[src/hw/rtl/ecd_pkg.sv]
// ecd_pkg: widths, codes, payload types and small arithmetic helpers
// shared by the easter date pipeline stages. no dependencies.
package ecd_pkg;

    localparam int YEAR_W  = 14;
    localparam int KIND_W  = 2;
    localparam int MONTH_W = 3;
    localparam int DAY_W   = 5;

    localparam logic [YEAR_W-1:0] YEAR_MIN        = 14'd1;
    localparam logic [YEAR_W-1:0] YEAR_MAX        = 14'd9999;
    localparam logic [YEAR_W-1:0] GREGORIAN_START = 14'd1583;

    localparam logic [KIND_W-1:0] KIND_JULIAN   = 2'd0;
    localparam logic [KIND_W-1:0] KIND_WESTERN  = 2'd1;
    localparam logic [KIND_W-1:0] KIND_ORTHODOX = 2'd2;
    localparam logic [KIND_W-1:0] KIND_INVALID  = 2'd3;

    // reciprocal multipliers, exact for every 14-bit year
    localparam logic [12:0] RECIP_100    = 13'd5243;
    localparam int          RECIP_100_SH = 19;
    localparam logic [17:0] RECIP_19     = 18'd220753;
    localparam int          RECIP_19_SH  = 22;
    localparam logic [17:0] RECIP_7      = 18'd149797;
    localparam int          RECIP_7_SH   = 20;
    localparam logic [7:0]  RECIP_3      = 8'd171;
    localparam int          RECIP_3_SH   = 9;
    localparam logic [10:0] RECIP_30     = 11'd1093;
    localparam int          RECIP_30_SH  = 15;

    localparam logic [7:0] RECIP_7_SMALL = 8'd147;

    localparam logic [7:0] MONTH_LEN [4] = '{8'd31, 8'd30, 8'd31, 8'd30};

    typedef enum logic [1:0] {
        RULE_JULIAN   = 2'd0,
        RULE_WESTERN  = 2'd1,
        RULE_ORTHODOX = 2'd2
    } t_rule;

    typedef struct packed {
        logic [YEAR_W-1:0] year;
        logic [KIND_W-1:0] kind;
    } t_req;

    typedef struct packed {
        logic       ok;
        t_rule      rule;
        logic [1:0] a4;
        logic [2:0] b7;
        logic [4:0] a19;
        logic [6:0] cent;
        logic [6:0] c100;
        logic [2:0] f;
        logic [6:0] shift;
    } t_div;

    typedef struct packed {
        logic               ok;
        t_rule              rule;
        logic [4:0]         a19;
        logic [6:0]         cent;
        logic [6:0]         c100;
        logic [4:0]         h;
        logic [MONTH_W-1:0] alt_mo;
        logic [DAY_W-1:0]   alt_dy;
    } t_epact;

    typedef struct packed {
        logic [MONTH_W-1:0] month;
        logic [DAY_W-1:0]   day;
        logic               valid_res;
    } t_res;

    // remainder by seven, valid for v below 204
    function automatic logic [2:0] mod7(input logic [7:0] v);
        logic [15:0] p;
        logic [7:0]  q;
        logic [7:0]  r;
        p = 16'(v) * 16'(RECIP_7_SMALL);
        q = 8'(p[15:10]);
        r = v - q * 8'd7;
        return r[2:0];
    endfunction

    // julian epact (19c + 15) mod 30 for c = year mod 19
    function automatic logic [4:0] julian_epact(input logic [4:0] c);
        logic [4:0] r;
        case (c)
            5'd0:    r = 5'd15;
            5'd1:    r = 5'd4;
            5'd2:    r = 5'd23;
            5'd3:    r = 5'd12;
            5'd4:    r = 5'd1;
            5'd5:    r = 5'd20;
            5'd6:    r = 5'd9;
            5'd7:    r = 5'd28;
            5'd8:    r = 5'd17;
            5'd9:    r = 5'd6;
            5'd10:   r = 5'd25;
            5'd11:   r = 5'd14;
            5'd12:   r = 5'd3;
            5'd13:   r = 5'd22;
            5'd14:   r = 5'd11;
            5'd15:   r = 5'd0;
            5'd16:   r = 5'd19;
            5'd17:   r = 5'd8;
            5'd18:   r = 5'd27;
            default: r = 5'd0;
        endcase
        return r;
    endfunction

endpackage

[src/hw/rtl/easter_date_computus.sv]
// easter_date_computus: top level of the easter date pipeline, stream ports
// around ecd_divide, ecd_epact and ecd_date. depends on ecd_pkg.
//
// usage
//   input stream: one word per year. tdata carries the year, tuser the
//   calendar kind (0 julian, 1 western, 2 orthodox, 3 flagged invalid).
//   output stream: one word per input word, in order. tdata carries the
//   month and day of easter, tuser the valid flag; an out of range year or
//   kind gives valid low with month and day zero.
//   eight register stages, each with its own valid bit: a new year can be
//   accepted in every cycle, so the sustained rate is one word per cycle
//   while the receiver keeps tready high.
//   the last stage is the output register.
//   a stage that holds a word takes a new one only when it is passed on, so
//   when the receiver drops tready the words pile up in the stages and
//   s_axis_tready falls once all eight are full; nothing is lost or repeated.
//   synchronous active-low reset empties every stage; no state survives
//   between words.
module easter_date_computus import ecd_pkg::*; (
    input  logic        i_clk,
    input  logic        i_rst_n,
    input  logic        i_s_axis_tvalid,
    output logic        o_s_axis_tready,
    input  logic [15:0] i_s_axis_tdata,   // [13:0] year, [15:14] zero
    input  logic [1:0]  i_s_axis_tuser,   // [1:0] kind
    output logic        o_m_axis_tvalid,
    input  logic        i_m_axis_tready,
    output logic [7:0]  o_m_axis_tdata,   // [2:0] month, [7:3] day
    output logic        o_m_axis_tuser    // [0] valid_res
);

    t_req   w_req;
    t_div   w_div;
    t_epact w_epact;
    t_res   w_res;
    logic   w_div_vld, w_div_rdy;
    logic   w_ep_vld, w_ep_rdy;

    assign w_req.year = i_s_axis_tdata[YEAR_W-1:0];
    assign w_req.kind = i_s_axis_tuser;

    ecd_divide u_divide (
        .i_clk   (i_clk),
        .i_rst_n (i_rst_n),
        .i_valid (i_s_axis_tvalid),
        .o_ready (o_s_axis_tready),
        .i_data  (w_req),
        .o_valid (w_div_vld),
        .i_ready (w_div_rdy),
        .o_data  (w_div)
    );

    ecd_epact u_epact (
        .i_clk   (i_clk),
        .i_rst_n (i_rst_n),
        .i_valid (w_div_vld),
        .o_ready (w_div_rdy),
        .i_data  (w_div),
        .o_valid (w_ep_vld),
        .i_ready (w_ep_rdy),
        .o_data  (w_epact)
    );

    ecd_date u_date (
        .i_clk   (i_clk),
        .i_rst_n (i_rst_n),
        .i_valid (w_ep_vld),
        .o_ready (w_ep_rdy),
        .i_data  (w_epact),
        .o_valid (o_m_axis_tvalid),
        .i_ready (i_m_axis_tready),
        .o_data  (w_res)
    );

    assign o_m_axis_tdata = {w_res.day, w_res.month};
    assign o_m_axis_tuser = w_res.valid_res;

endmodule

[src/hw/rtl/ecd_divide.sv]
// ecd_divide: first two pipeline stages, year split by reciprocal multiplies
// into remainders, century and century corrections. depends on ecd_pkg.
module ecd_divide import ecd_pkg::*; (
    input  logic i_clk,
    input  logic i_rst_n,
    input  logic i_valid,
    output logic o_ready,
    input  t_req i_data,
    output logic o_valid,
    input  logic i_ready,
    output t_div o_data
);

    typedef struct packed {
        logic              ok;
        t_rule             rule;
        logic [YEAR_W-1:0] year;
        logic [6:0]        q100;
        logic [9:0]        q19;
        logic [11:0]       q7;
    } t_s1;

    t_s1         n_s1, r_s1;
    t_div        n_s2, r_s2;
    logic [1:0]  r_vld;
    logic [1:0]  w_rdy;
    logic [26:0] w_p100;
    logic [31:0] w_p19;
    logic [31:0] w_p7;
    logic [6:0]  w_x;

    assign w_rdy[1] = !r_vld[1] || i_ready;
    assign w_rdy[0] = !r_vld[0] || w_rdy[1];
    assign o_ready  = w_rdy[0];
    assign o_valid  = r_vld[1];
    assign o_data   = r_s2;

    always_comb begin
        w_p100 = 27'(i_data.year) * 27'(RECIP_100);
        w_p19  = 32'(i_data.year) * 32'(RECIP_19);
        w_p7   = 32'(i_data.year) * 32'(RECIP_7);
        n_s1.year = i_data.year;
        n_s1.q100 = w_p100[RECIP_100_SH +: 7];
        n_s1.q19  = w_p19[RECIP_19_SH +: 10];
        n_s1.q7   = w_p7[RECIP_7_SH +: 12];
        n_s1.ok   = (i_data.year >= YEAR_MIN) && (i_data.year <= YEAR_MAX)
                    && (i_data.kind != KIND_INVALID);
        if (i_data.kind == KIND_JULIAN || i_data.year < GREGORIAN_START) begin
            n_s1.rule = RULE_JULIAN;
        end else if (i_data.kind == KIND_WESTERN) begin
            n_s1.rule = RULE_WESTERN;
        end else begin
            n_s1.rule = RULE_ORTHODOX;
        end
    end

    always_comb begin
        n_s2.ok    = r_s1.ok;
        n_s2.rule  = r_s1.rule;
        n_s2.a4    = r_s1.year[1:0];
        n_s2.b7    = 3'(r_s1.year - 14'(r_s1.q7) * 14'd7);
        n_s2.a19   = 5'(r_s1.year - 14'(r_s1.q19) * 14'd19);
        n_s2.cent  = r_s1.q100;
        n_s2.c100  = 7'(r_s1.year - 14'(r_s1.q100) * 14'd100);
        n_s2.f     = 3'(r_s1.q100 >= 7'd17) + 3'(r_s1.q100 >= 7'd42)
                     + 3'(r_s1.q100 >= 7'd67) + 3'(r_s1.q100 >= 7'd92);
        w_x        = r_s1.q100 - 7'd16;
        n_s2.shift = (r_s1.q100 >= 7'd16) ? 7'd10 + w_x - {2'b00, w_x[6:2]} : 7'd10;
    end

    always_ff @(posedge i_clk) begin
        if (!i_rst_n) begin
            r_vld <= '0;
        end else begin
            if (w_rdy[0]) begin
                r_vld[0] <= i_valid;
            end
            if (w_rdy[1]) begin
                r_vld[1] <= r_vld[0];
            end
        end
    end

    always_ff @(posedge i_clk) begin
        if (w_rdy[0] && i_valid) begin
            r_s1 <= n_s1;
        end
        if (w_rdy[1] && r_vld[0]) begin
            r_s2 <= n_s2;
        end
    end

    a_rem_small: assert property (@(posedge i_clk) disable iff (!i_rst_n)
        (r_vld[1] && r_s2.ok) |-> (r_s2.a19 < 5'd19 && r_s2.b7 != 3'd7))
        else $error("ecd_divide: remainder by 19 or 7 out of range");

    a_rem_cent: assert property (@(posedge i_clk) disable iff (!i_rst_n)
        (r_vld[1] && r_s2.ok) |-> (r_s2.c100 < 7'd100 && r_s2.cent < 7'd100))
        else $error("ecd_divide: century split out of range");

    a_rule_cent: assert property (@(posedge i_clk) disable iff (!i_rst_n)
        (r_vld[1] && r_s2.ok && r_s2.rule != RULE_JULIAN) |-> (r_s2.cent >= 7'd15))
        else $error("ecd_divide: gregorian rule before 1583");

endmodule

[src/hw/rtl/ecd_epact.sv]
// ecd_epact: stages three to five, julian full moon and sunday, gregorian
// epact and the julian or orthodox date. depends on ecd_pkg.
module ecd_epact import ecd_pkg::*; (
    input  logic   i_clk,
    input  logic   i_rst_n,
    input  logic   i_valid,
    output logic   o_ready,
    input  t_div   i_data,
    output logic   o_valid,
    input  logic   i_ready,
    output t_epact o_data
);

    typedef struct packed {
        logic       ok;
        t_rule      rule;
        logic [1:0] a4;
        logic [2:0] b7;
        logic [4:0] a19;
        logic [6:0] cent;
        logic [6:0] c100;
        logic [6:0] shift;
        logic [4:0] dj;
        logic [5:0] g;
    } t_s3;

    typedef struct packed {
        logic       ok;
        t_rule      rule;
        logic [4:0] a19;
        logic [6:0] cent;
        logic [6:0] c100;
        logic [6:0] shift;
        logic [5:0] tj;
        logic [9:0] hv;
    } t_s4;

    t_s3                n_s3, r_s3;
    t_s4                n_s4, r_s4;
    t_epact             n_s5, r_s5;
    logic [2:0]         r_vld;
    logic [2:0]         w_rdy;
    logic [7:0]         w_gx;
    logic [15:0]        w_gp;
    logic [7:0]         w_ev;
    logic [20:0]        w_hp;
    logic [7:0]         w_ot;
    logic [MONTH_W-1:0] w_om;
    logic               w_stop;

    assign w_rdy[2] = !r_vld[2] || i_ready;
    assign w_rdy[1] = !r_vld[1] || w_rdy[2];
    assign w_rdy[0] = !r_vld[0] || w_rdy[1];
    assign o_ready  = w_rdy[0];
    assign o_valid  = r_vld[2];
    assign o_data   = r_s5;

    always_comb begin
        n_s3.ok    = i_data.ok;
        n_s3.rule  = i_data.rule;
        n_s3.a4    = i_data.a4;
        n_s3.b7    = i_data.b7;
        n_s3.a19   = i_data.a19;
        n_s3.cent  = i_data.cent;
        n_s3.c100  = i_data.c100;
        n_s3.shift = i_data.shift;
        n_s3.dj    = julian_epact(i_data.a19);
        w_gx       = 8'(i_data.cent) - 8'(i_data.f) + 8'd1;
        w_gp       = 16'(w_gx) * 16'(RECIP_3);
        n_s3.g     = w_gp[RECIP_3_SH +: 6];
    end

    always_comb begin
        n_s4.ok    = r_s3.ok;
        n_s4.rule  = r_s3.rule;
        n_s4.a19   = r_s3.a19;
        n_s4.cent  = r_s3.cent;
        n_s4.c100  = r_s3.c100;
        n_s4.shift = r_s3.shift;
        w_ev       = 8'd34 + 8'({r_s3.a4, 1'b0}) + 8'({r_s3.b7, 2'b00}) - 8'(r_s3.dj);
        n_s4.tj    = 6'(r_s3.dj) + 6'(mod7(w_ev)) + 6'd22;
        n_s4.hv    = 10'(r_s3.a19) * 10'd19 + 10'(r_s3.cent) + 10'd135
                     - 10'(r_s3.cent[6:2]) - 10'(r_s3.g);
    end

    always_comb begin
        n_s5.ok   = r_s4.ok;
        n_s5.rule = r_s4.rule;
        n_s5.a19  = r_s4.a19;
        n_s5.cent = r_s4.cent;
        n_s5.c100 = r_s4.c100;
        w_hp      = 21'(r_s4.hv) * 21'(RECIP_30);
        n_s5.h    = 5'(r_s4.hv - 10'(w_hp[RECIP_30_SH +: 5]) * 10'd30);
        // orthodox: walk the shifted day count through the month lengths
        w_ot   = 8'(r_s4.tj) + 8'(r_s4.shift);
        w_om   = 3'd3;
        w_stop = 1'b0;
        for (int j = 0; j < 4; j++) begin
            if (!w_stop && w_ot > MONTH_LEN[j]) begin
                w_ot = w_ot - MONTH_LEN[j];
                w_om = w_om + 3'd1;
            end else begin
                w_stop = 1'b1;
            end
        end
        if (r_s4.rule == RULE_ORTHODOX) begin
            n_s5.alt_mo = w_om;
            n_s5.alt_dy = w_ot[DAY_W-1:0];
        end else if (r_s4.tj > 6'd31) begin
            n_s5.alt_mo = 3'd4;
            n_s5.alt_dy = 5'(r_s4.tj - 6'd31);
        end else begin
            n_s5.alt_mo = 3'd3;
            n_s5.alt_dy = r_s4.tj[DAY_W-1:0];
        end
    end

    always_ff @(posedge i_clk) begin
        if (!i_rst_n) begin
            r_vld <= '0;
        end else begin
            if (w_rdy[0]) begin
                r_vld[0] <= i_valid;
            end
            if (w_rdy[1]) begin
                r_vld[1] <= r_vld[0];
            end
            if (w_rdy[2]) begin
                r_vld[2] <= r_vld[1];
            end
        end
    end

    always_ff @(posedge i_clk) begin
        if (w_rdy[0] && i_valid) begin
            r_s3 <= n_s3;
        end
        if (w_rdy[1] && r_vld[0]) begin
            r_s4 <= n_s4;
        end
        if (w_rdy[2] && r_vld[1]) begin
            r_s5 <= n_s5;
        end
    end

endmodule

[src/hw/rtl/ecd_date.sv]
// ecd_date: stages six to eight, gregorian weekday term and correction,
// final month and day selection into the output register. depends on ecd_pkg.
module ecd_date import ecd_pkg::*; (
    input  logic   i_clk,
    input  logic   i_rst_n,
    input  logic   i_valid,
    output logic   o_ready,
    input  t_epact i_data,
    output logic   o_valid,
    input  logic   i_ready,
    output t_res   o_data
);

    typedef struct packed {
        logic               ok;
        t_rule              rule;
        logic [4:0]         a19;
        logic [4:0]         h;
        logic [2:0]         l;
        logic [MONTH_W-1:0] alt_mo;
        logic [DAY_W-1:0]   alt_dy;
    } t_s6;

    typedef struct packed {
        logic               ok;
        t_rule              rule;
        logic [7:0]         s;
        logic [MONTH_W-1:0] alt_mo;
        logic [DAY_W-1:0]   alt_dy;
    } t_s7;

    t_s6        n_s6, r_s6;
    t_s7        n_s7, r_s7;
    t_res       n_s8, r_s8;
    logic [2:0] r_vld;
    logic [2:0] w_rdy;
    logic [7:0] w_lv;
    logic [9:0] w_mv;

    assign w_rdy[2] = !r_vld[2] || i_ready;
    assign w_rdy[1] = !r_vld[1] || w_rdy[2];
    assign w_rdy[0] = !r_vld[0] || w_rdy[1];
    assign o_ready  = w_rdy[0];
    assign o_valid  = r_vld[2];
    assign o_data   = r_s8;

    always_comb begin
        n_s6.ok     = i_data.ok;
        n_s6.rule   = i_data.rule;
        n_s6.a19    = i_data.a19;
        n_s6.h      = i_data.h;
        n_s6.alt_mo = i_data.alt_mo;
        n_s6.alt_dy = i_data.alt_dy;
        w_lv        = 8'd67 + 8'({i_data.cent[1:0], 1'b0}) + 8'({i_data.c100[6:2], 1'b0})
                      - 8'(i_data.h) - 8'(i_data.c100[1:0]);
        n_s6.l      = mod7(w_lv);
    end

    always_comb begin
        n_s7.ok     = r_s6.ok;
        n_s7.rule   = r_s6.rule;
        n_s7.alt_mo = r_s6.alt_mo;
        n_s7.alt_dy = r_s6.alt_dy;
        w_mv        = 10'(r_s6.a19) + 10'(r_s6.h) * 10'd11 + 10'(r_s6.l) * 10'd22;
        n_s7.s      = 8'(r_s6.h) + 8'(r_s6.l) + 8'd114 - ((w_mv >= 10'd451) ? 8'd7 : 8'd0);
    end

    always_comb begin
        n_s8.valid_res = r_s7.ok;
        if (!r_s7.ok) begin
            n_s8.month = '0;
            n_s8.day   = '0;
        end else if (r_s7.rule == RULE_WESTERN) begin
            if (r_s7.s >= 8'd124) begin
                n_s8.month = 3'd4;
                n_s8.day   = 5'(r_s7.s - 8'd123);
            end else begin
                n_s8.month = 3'd3;
                n_s8.day   = 5'(r_s7.s - 8'd92);
            end
        end else begin
            n_s8.month = r_s7.alt_mo;
            n_s8.day   = r_s7.alt_dy;
        end
    end

    always_ff @(posedge i_clk) begin
        if (!i_rst_n) begin
            r_vld <= '0;
        end else begin
            if (w_rdy[0]) begin
                r_vld[0] <= i_valid;
            end
            if (w_rdy[1]) begin
                r_vld[1] <= r_vld[0];
            end
            if (w_rdy[2]) begin
                r_vld[2] <= r_vld[1];
            end
        end
    end

    always_ff @(posedge i_clk) begin
        if (w_rdy[0] && i_valid) begin
            r_s6 <= n_s6;
        end
        if (w_rdy[1] && r_vld[0]) begin
            r_s7 <= n_s7;
        end
        if (w_rdy[2] && r_vld[1]) begin
            r_s8 <= n_s8;
        end
    end

    a_date_range: assert property (@(posedge i_clk) disable iff (!i_rst_n)
        (r_vld[2] && r_s8.valid_res) |->
            (r_s8.month >= 3'd3 && r_s8.day != 5'd0))
        else $error("ecd_date: valid result with impossible date");

    a_invalid_zero: assert property (@(posedge i_clk) disable iff (!i_rst_n)
        (r_vld[2] && !r_s8.valid_res) |-> (r_s8.month == 3'd0 && r_s8.day == 5'd0))
        else $error("ecd_date: invalid result not cleared");

    a_western_sum: assert property (@(posedge i_clk) disable iff (!i_rst_n)
        (r_vld[1] && r_s7.ok && r_s7.rule == RULE_WESTERN) |->
            (r_s7.s >= 8'd107 && r_s7.s <= 8'd149))
        else $error("ecd_date: gregorian day count outside march and april");

endmodule
[config.mk]
export PLATFORM = sky130hd
export DESIGN_NAME = easter_date_computus
export DESIGN_NICKNAME = d
export VERILOG_FILES = /design/src/hw/rtl/ecd_pkg.sv /design/src/hw/rtl/easter_date_computus.sv /design/src/hw/rtl/ecd_divide.sv /design/src/hw/rtl/ecd_epact.sv /design/src/hw/rtl/ecd_date.sv
export SDC_FILE = /design/constraint.sdc
export NUM_CORES = 1
export LEC_CHECK = 0
export BUFFER_PORTS_ARGS = -buffer_cell sky130_fd_sc_hd__buf_2
export CAP_MARGIN = 15
export CELL_PAD_IN_SITES_DETAIL_PLACEMENT = 1
export CELL_PAD_IN_SITES_GLOBAL_PLACEMENT = 2
export CORE_UTILIZATION = 45
export CTS_CLUSTER_SIZE = 16
export DETAILED_ROUTE_END_ITERATION = 10
export PLACE_DENSITY_LB_ADDON = 0.3
export SLEW_MARGIN = 40
export SYNTH_ARGS = -nofsm -noshare
export SYNTH_HDL_FRONTEND = slang
export SYNTH_SLANG_ARGS = --single-unit
[constraint.sdc]
create_clock -name i_clk -period 15.1 [get_ports i_clk]
set_input_delay 3.775 -clock i_clk [delete_from_list [all_inputs] [get_ports i_clk]]
set_output_delay 3.775 -clock i_clk [all_outputs]
set_load 0.005 [all_outputs]
==> results.json, run 1 <==
{
  "status": "complete, no violations",
  "grt_antenna_before_repair": 0,
  "worst_pin_slew_ns": 0.817,
  "avgSynthCellArea_um2": 11.2,
  "worst-r2r-cell-count": 32,
  "synth_area_leader_cell": "ha_1",
  "cts_buffers": 26,
  "num_vias": 16096,
  "antenna_left": 0,
  "dieWidth_um": 240,
  "insertion_delay_ns": 0.53,
  "final_common_cell": "ha_1",
  "cts_tree": "built",
  "rsz0062_at_grt": "no",
  "gr-total-overflow": 0,
  "path_depth": 8,
  "die_y_um": 240,
  "wirelength_um": 55700,
  "ys_ff_latch": 233,
  "path_common_cell": "buf_2",
  "start_util_pct": 45.8,
  "critPathKind": "primary input to output port",
  "cts_root_buf": "clkbuf_16",
  "hold_path.class": "flop to flop",
  "ys_warn_count": 0,
  "min_delay_path_depth": 0,
  "dieArea_mm2": 0.0575,
  "syn_to_final_growth_pct": 8.35,
  "cp_top_family": "simple AND/OR/NAND/NOR gates",
  "critPathBufInv": 2,
  "cts_max_level": 1,
  "slowest_stage": "and2_0",
  "clk_path_buf_depth": 3,
  "layout_common_cells": "547 x ha_1, 514 x inv_1, 246 x fa_1",
  "crit_chain": "buf_2 > nor2b_1 > and3_1 > and2_0 > nand3_1 > nor2_1 > nand2_1 > buf_2",
  "grt_pass1_wl_um": 93100,
  "synthTopCellsByArea": "ha_1 27%, edfxtp_1 27%, fa_1 19%, inv_1 7.6%, xnor2_1 3.9%",
  "setup_viol": 0,
  "nets": 3139,
  "io_pins": 33,
  "slew_viol_final": 0,
  "cts_resized": 0,
  "drc": 0,
  "timing.fmax_mhz": 104,
  "wl_per_cell_um": 18.0,
  "n_antenna_cell": 0,
  "yosysSeqAreaShare_pct": 27.2,
  "cts_hold_buffers": 0,
  "relSlewSlack_pct": 45.1,
  "drtIter0Drc": 474,
  "start_kind": "primary input",
  "clk_pin_slew_worst_paths_ns": 0.06,
  "vias_per_cell": 5.21,
  "drv_cap": 0,
  "synth-edff-count": 225,
  "gp_congestion": 0.862,
  "grt_pass1_vias": 18374,
  "syn-num-nets": 3081,
  "cp.arrival_ns": 5.82,
  "syn_inst": 2266,
  "fill_cells": 6046,
  "crit_path_end_kind": "output port",
  "period_share_pct": 63.6,
  "required_ns": 11.32,
  "ys_types": 85,
  "grt.total_usage_pct": 20.5,
  "synthArstFlopShare_pct": 0,
  "layout-drive-gt1-share_pct": 5.16,
  "synth_top_area_share_pct": 26.9,
  "regArea_mm2": 0.00692,
  "synthFlopType": "edfxtp_1",
  "drt_pass1_iterations": 5,
  "critical-path-max-stage-delay_ns": 0.51,
  "post_cts_buffers": 0,
  "clock-sinks": 233,
  "num_rows": 86,
  "synth_area_mm2": 0.0255,
  "crit_fanout": 6,
  "numPortBuffers": 30,
  "finalHoldViolCount": 0,
  "layout_min_cycle_time_ns": 9.60,
  "hpwl_um": 47300,
  "multi_input_area_mm2": 0.0166,
  "finalSetupTns_ns": 0,
  "finClkSkew_ns": 0.0174,
  "core_mm2": 0.0555,
  "grt_max_degree": 44
}
-- cells in the mapped netlist, drive strengths merged (12+ instances only) --
cell type    n
edfxtp     225
xnor2      113
o21a        15
o21bai      13
a21oi       82
nand2b      16
ha         547
xor2        35
nor3        25
fa         246
a21o        39
inv        514
a211oi      12
o21ai       43
nand2       54
nand4       12
nor2        66
nand3       19
nor2b       28
-- layout make-up --
cell class,count,share of cell area [%]
multi-input combinational,1507,60.2
inverter,514,7.00
clock buffer,28,2.39
sequential,233,25.1
timing repair buffer,42,0.962
clock inverter,20,1.01
tap,748,3.39
-- worst register-to-register path: cells and delay by family, from the launching register on --
| kind | cells | cell delay, ns |
|---|---|---|
| AOI/OAI and AO/OA | 8 | 1.51 |
| xor gates and xnor gates | 7 | 1.20 |
| adders and majority gates | 10 | 3.92 |
| buffers and inverters | 3 | 0.22 |
| DFF | 1 | 0.46 |
| and+or+nand+nor | 4 | 0.44 |
-- path summary, 6_finish.rpt --
kind                      start  slack, ns                to
max reg2reg    u_epact.n_s4[23]       7.14  u_epact.r_s4[15]
min reg2reg  u_divide.o_data[1]       0.41  u_epact.n_s4[17]
min          u_divide.o_data[1]       0.41  u_epact.n_s4[17]
max             i_m_axis_tready       5.50   o_s_axis_tready
-- stage by stage --
| step | worst slack, ns | utilization [%] | hold slack, ns | cells | cell area (µm²) |
|---|---|---|---|---|---|
| 6_report | 5.50 | 49.7 | 0.412 | 3092 | 27600 |
| 5_1_grt | 5.34 | 49.7 | 0.425 | 3092 | 27600 |
| 4_1_cts | 5.51 | 49.7 | 0.419 | 3091 | 27600 |
| 3_5_place_dp | 5.15 | 48.0 | 0.406 | 3043 | 26600 |
| 3_3_place_gp | 5.38 | 47.9 | 0.401 | 3041 | 26600 |
| 2_1_floorplan | 6.51 | - | 0.400 | 2266 | 25500 |
-- registers in the layout, indices dropped and copies added, names as in the netlist --
register and count:
u_epact.n_s5 17, u_divide.r_vld 2, u_date.r_s7 18, u_date.n_s7 11
u_divide.r_s1 13, u_date.o_data 9, u_epact.o_data 30, u_date.r_s6 13
u_epact.r_s4 23, u_date.n_s8 1, u_divide.n_s2 12, u_epact.r_s3 14
u_epact.n_s4 29, u_date.r_vld 3, u_divide.o_data 35, u_epact.r_vld 3
-- cell families (layout without fill, tap and decap cells) --
| logic type | count (synthesis) | after routing | share of synthesized area, % |
|---|---|---|---|
| AOI/OAI and AO/OA | 293 | 293 | 7.94 |
| xor gates and xnor gates | 148 | 148 | 5.09 |
| adders and majority gates | 793 | 793 | 46.2 |
| buffers and inverters | 526 | 604 | 7.79 |
| DFF | 233 | 233 | 27.2 |
| muxes | 7 | 7 | 0.290 |
| and+or+nand+nor | 266 | 266 | 5.48 |
-- routing by layer --
| metal | up-vias | wire length, µm | global-route usage [%] |
|---|---|---|---|
| li1 | 7729 | - | - |
| met1 | 8109 | 23300 | 24.5 |
| met2 | 181 | 30000 | 39.4 |
| met3 | 77 | 1110 | 1.49 |
| met4 | 0 | 1280 | 4.92 |
| met5 | - | 0 | 0 |
Power of run 1 is not shown: default switching activity piles up to over one toggle a cycle in this logic, so the estimate is an artifact.
==> inputs of run 2 (changes only) <==
- clock period: 15.1 -> 8.88 ns (I/O delays scaled with it)
==> results.json, run 2 (synthesis gave the netlist of run 1 again) <==
{
  "vias_per_cell": 5.17,
  "numPortBuffers": 30,
  "final_common_cell": "ha_1",
  "slew_viol_final": 0,
  "crit_path_end_kind": "flop",
  "finalHoldViolCount": 0,
  "largest_reg_flops": 35,
  "drtIter0Drc": 498,
  "finClkSkew_ns": 0.0111,
  "crit_fanout": 3,
  "fill_cells": 5987,
  "wl_per_cell_um": 17.8,
  "insertion_delay_ns": 0.52,
  "cts_hold_buffers": 0,
  "finalSetupTns_ns": 0,
  "cts_max_level": 1,
  "layout-drive-gt1-share_pct": 5.11,
  "n_antenna_cell": 0,
  "cts_buffers": 26,
  "worst_pin_slew_ns": 0.849,
  "post_cts_buffers": 0,
  "antenna_left": 0,
  "relSlewSlack_pct": 43.0,
  "path_common_cell": "xnor2_1",
  "rsz0062_at_grt": "no",
  "drc": 0,
  "status": "complete, no violations",
  "hpwl_um": 47200,
  "reg2reg_slack_ns": 0.91,
  "grt.total_usage_pct": 20.3,
  "num_vias": 15987,
  "clk_path_buf_depth": 3,
  "cts_tree": "built",
  "grt_pass1_vias": 17997,
  "clock-sinks": 233,
  "dieArea_mm2": 0.0575,
  "cts_root_buf": "clkbuf_16",
  "dieWidth_um": 240,
  "drv_cap": 0,
  "nets": 3143,
  "period_share_pct": 89.8,
  "cp.arrival_ns": 8.24,
  "setup_ws_ns": 0.908,
  "required_ns": 9.15,
  "start_kind": "flop",
  "grt_max_degree": 44,
  "critical-path-max-stage-delay_ns": 0.53,
  "gp_congestion": 0.883,
  "critPathKind": "flop to flop",
  "grt_antenna_before_repair": 1,
  "grt_pass1_wl_um": 92300,
  "start_util_pct": 45.8,
  "critPathBufInv": 3,
  "cts_resized": 0,
  "drt_pass1_iterations": 4,
  "io_pins": 33,
  "layout_min_cycle_time_ns": 7.97,
  "die_y_um": 240,
  "num_rows": 86,
  "core_mm2": 0.0555,
  "wirelength_um": 55200,
  "setup_viol": 0,
  "clk_pin_slew_worst_paths_ns": 0.06,
  "gr-total-overflow": 0,
  "syn_to_final_growth_pct": 8.05,
  "timing.fmax_mhz": 125,
  "slowest_stage": "fa_1",
  "layout_common_cells": "547 x ha_1, 514 x inv_1, 246 x fa_1",
  "place_ws_ns": 0.726,
  "hold_path.class": "flop to flop",
  "cp_top_family": "adder cells"
}
-- run 2: final timing paths --
path | start | to | cells after the start
worst max-delay path | u_epact.n_s4[23] | u_epact.r_s4[15] | 32
worst min-delay path | u_date.n_s7[1] | u_date.r_s7[1] | 0
worst max register to register | u_epact.n_s4[23] | u_epact.r_s4[15] | 32
worst min register to register | u_date.n_s7[1] | u_date.r_s7[1] | 0
-- run 2: metal layers --
metal  vias to the layer above  global-route usage, %  share of wire, %  wire length (µm)
li1                       7744                      -                 -                 -
met1                      7992                   24.5                43             23600
met2                       171                   38.6                53             29100
met3                        78                   1.64               1.8              1000
met4                         2                   5.31               2.6              1440
met5                         -                      0             0.024                13
-- run 2: metrics by stage --
stage,instance area [µm²],hold slack (ns),utilization (%),instances
2_1_floorplan,25500,0.400,-,2266
3_3_place_gp,26600,0.401,48.0,3046
3_5_place_dp,26700,0.406,48.0,3048
4_1_cts,27500,0.416,49.5,3095
5_1_grt,27500,0.424,49.5,3095
6_report,27500,0.414,49.5,3095
-- run 2: final cells by class --
class	instances	area, µm²	area share (%)
Clock buffer	36	739	2.69
Clock inverter	11	87.6	0.318
Inverter	514	1930	7.02
Multi-Input combinational cell	1507	16600	60.3
Sequential cell	233	6920	25.1
Tap cell	748	936	3.40
Timing Repair Buffer	46	298	1.08
Power of run 2 is left out for the same reason.
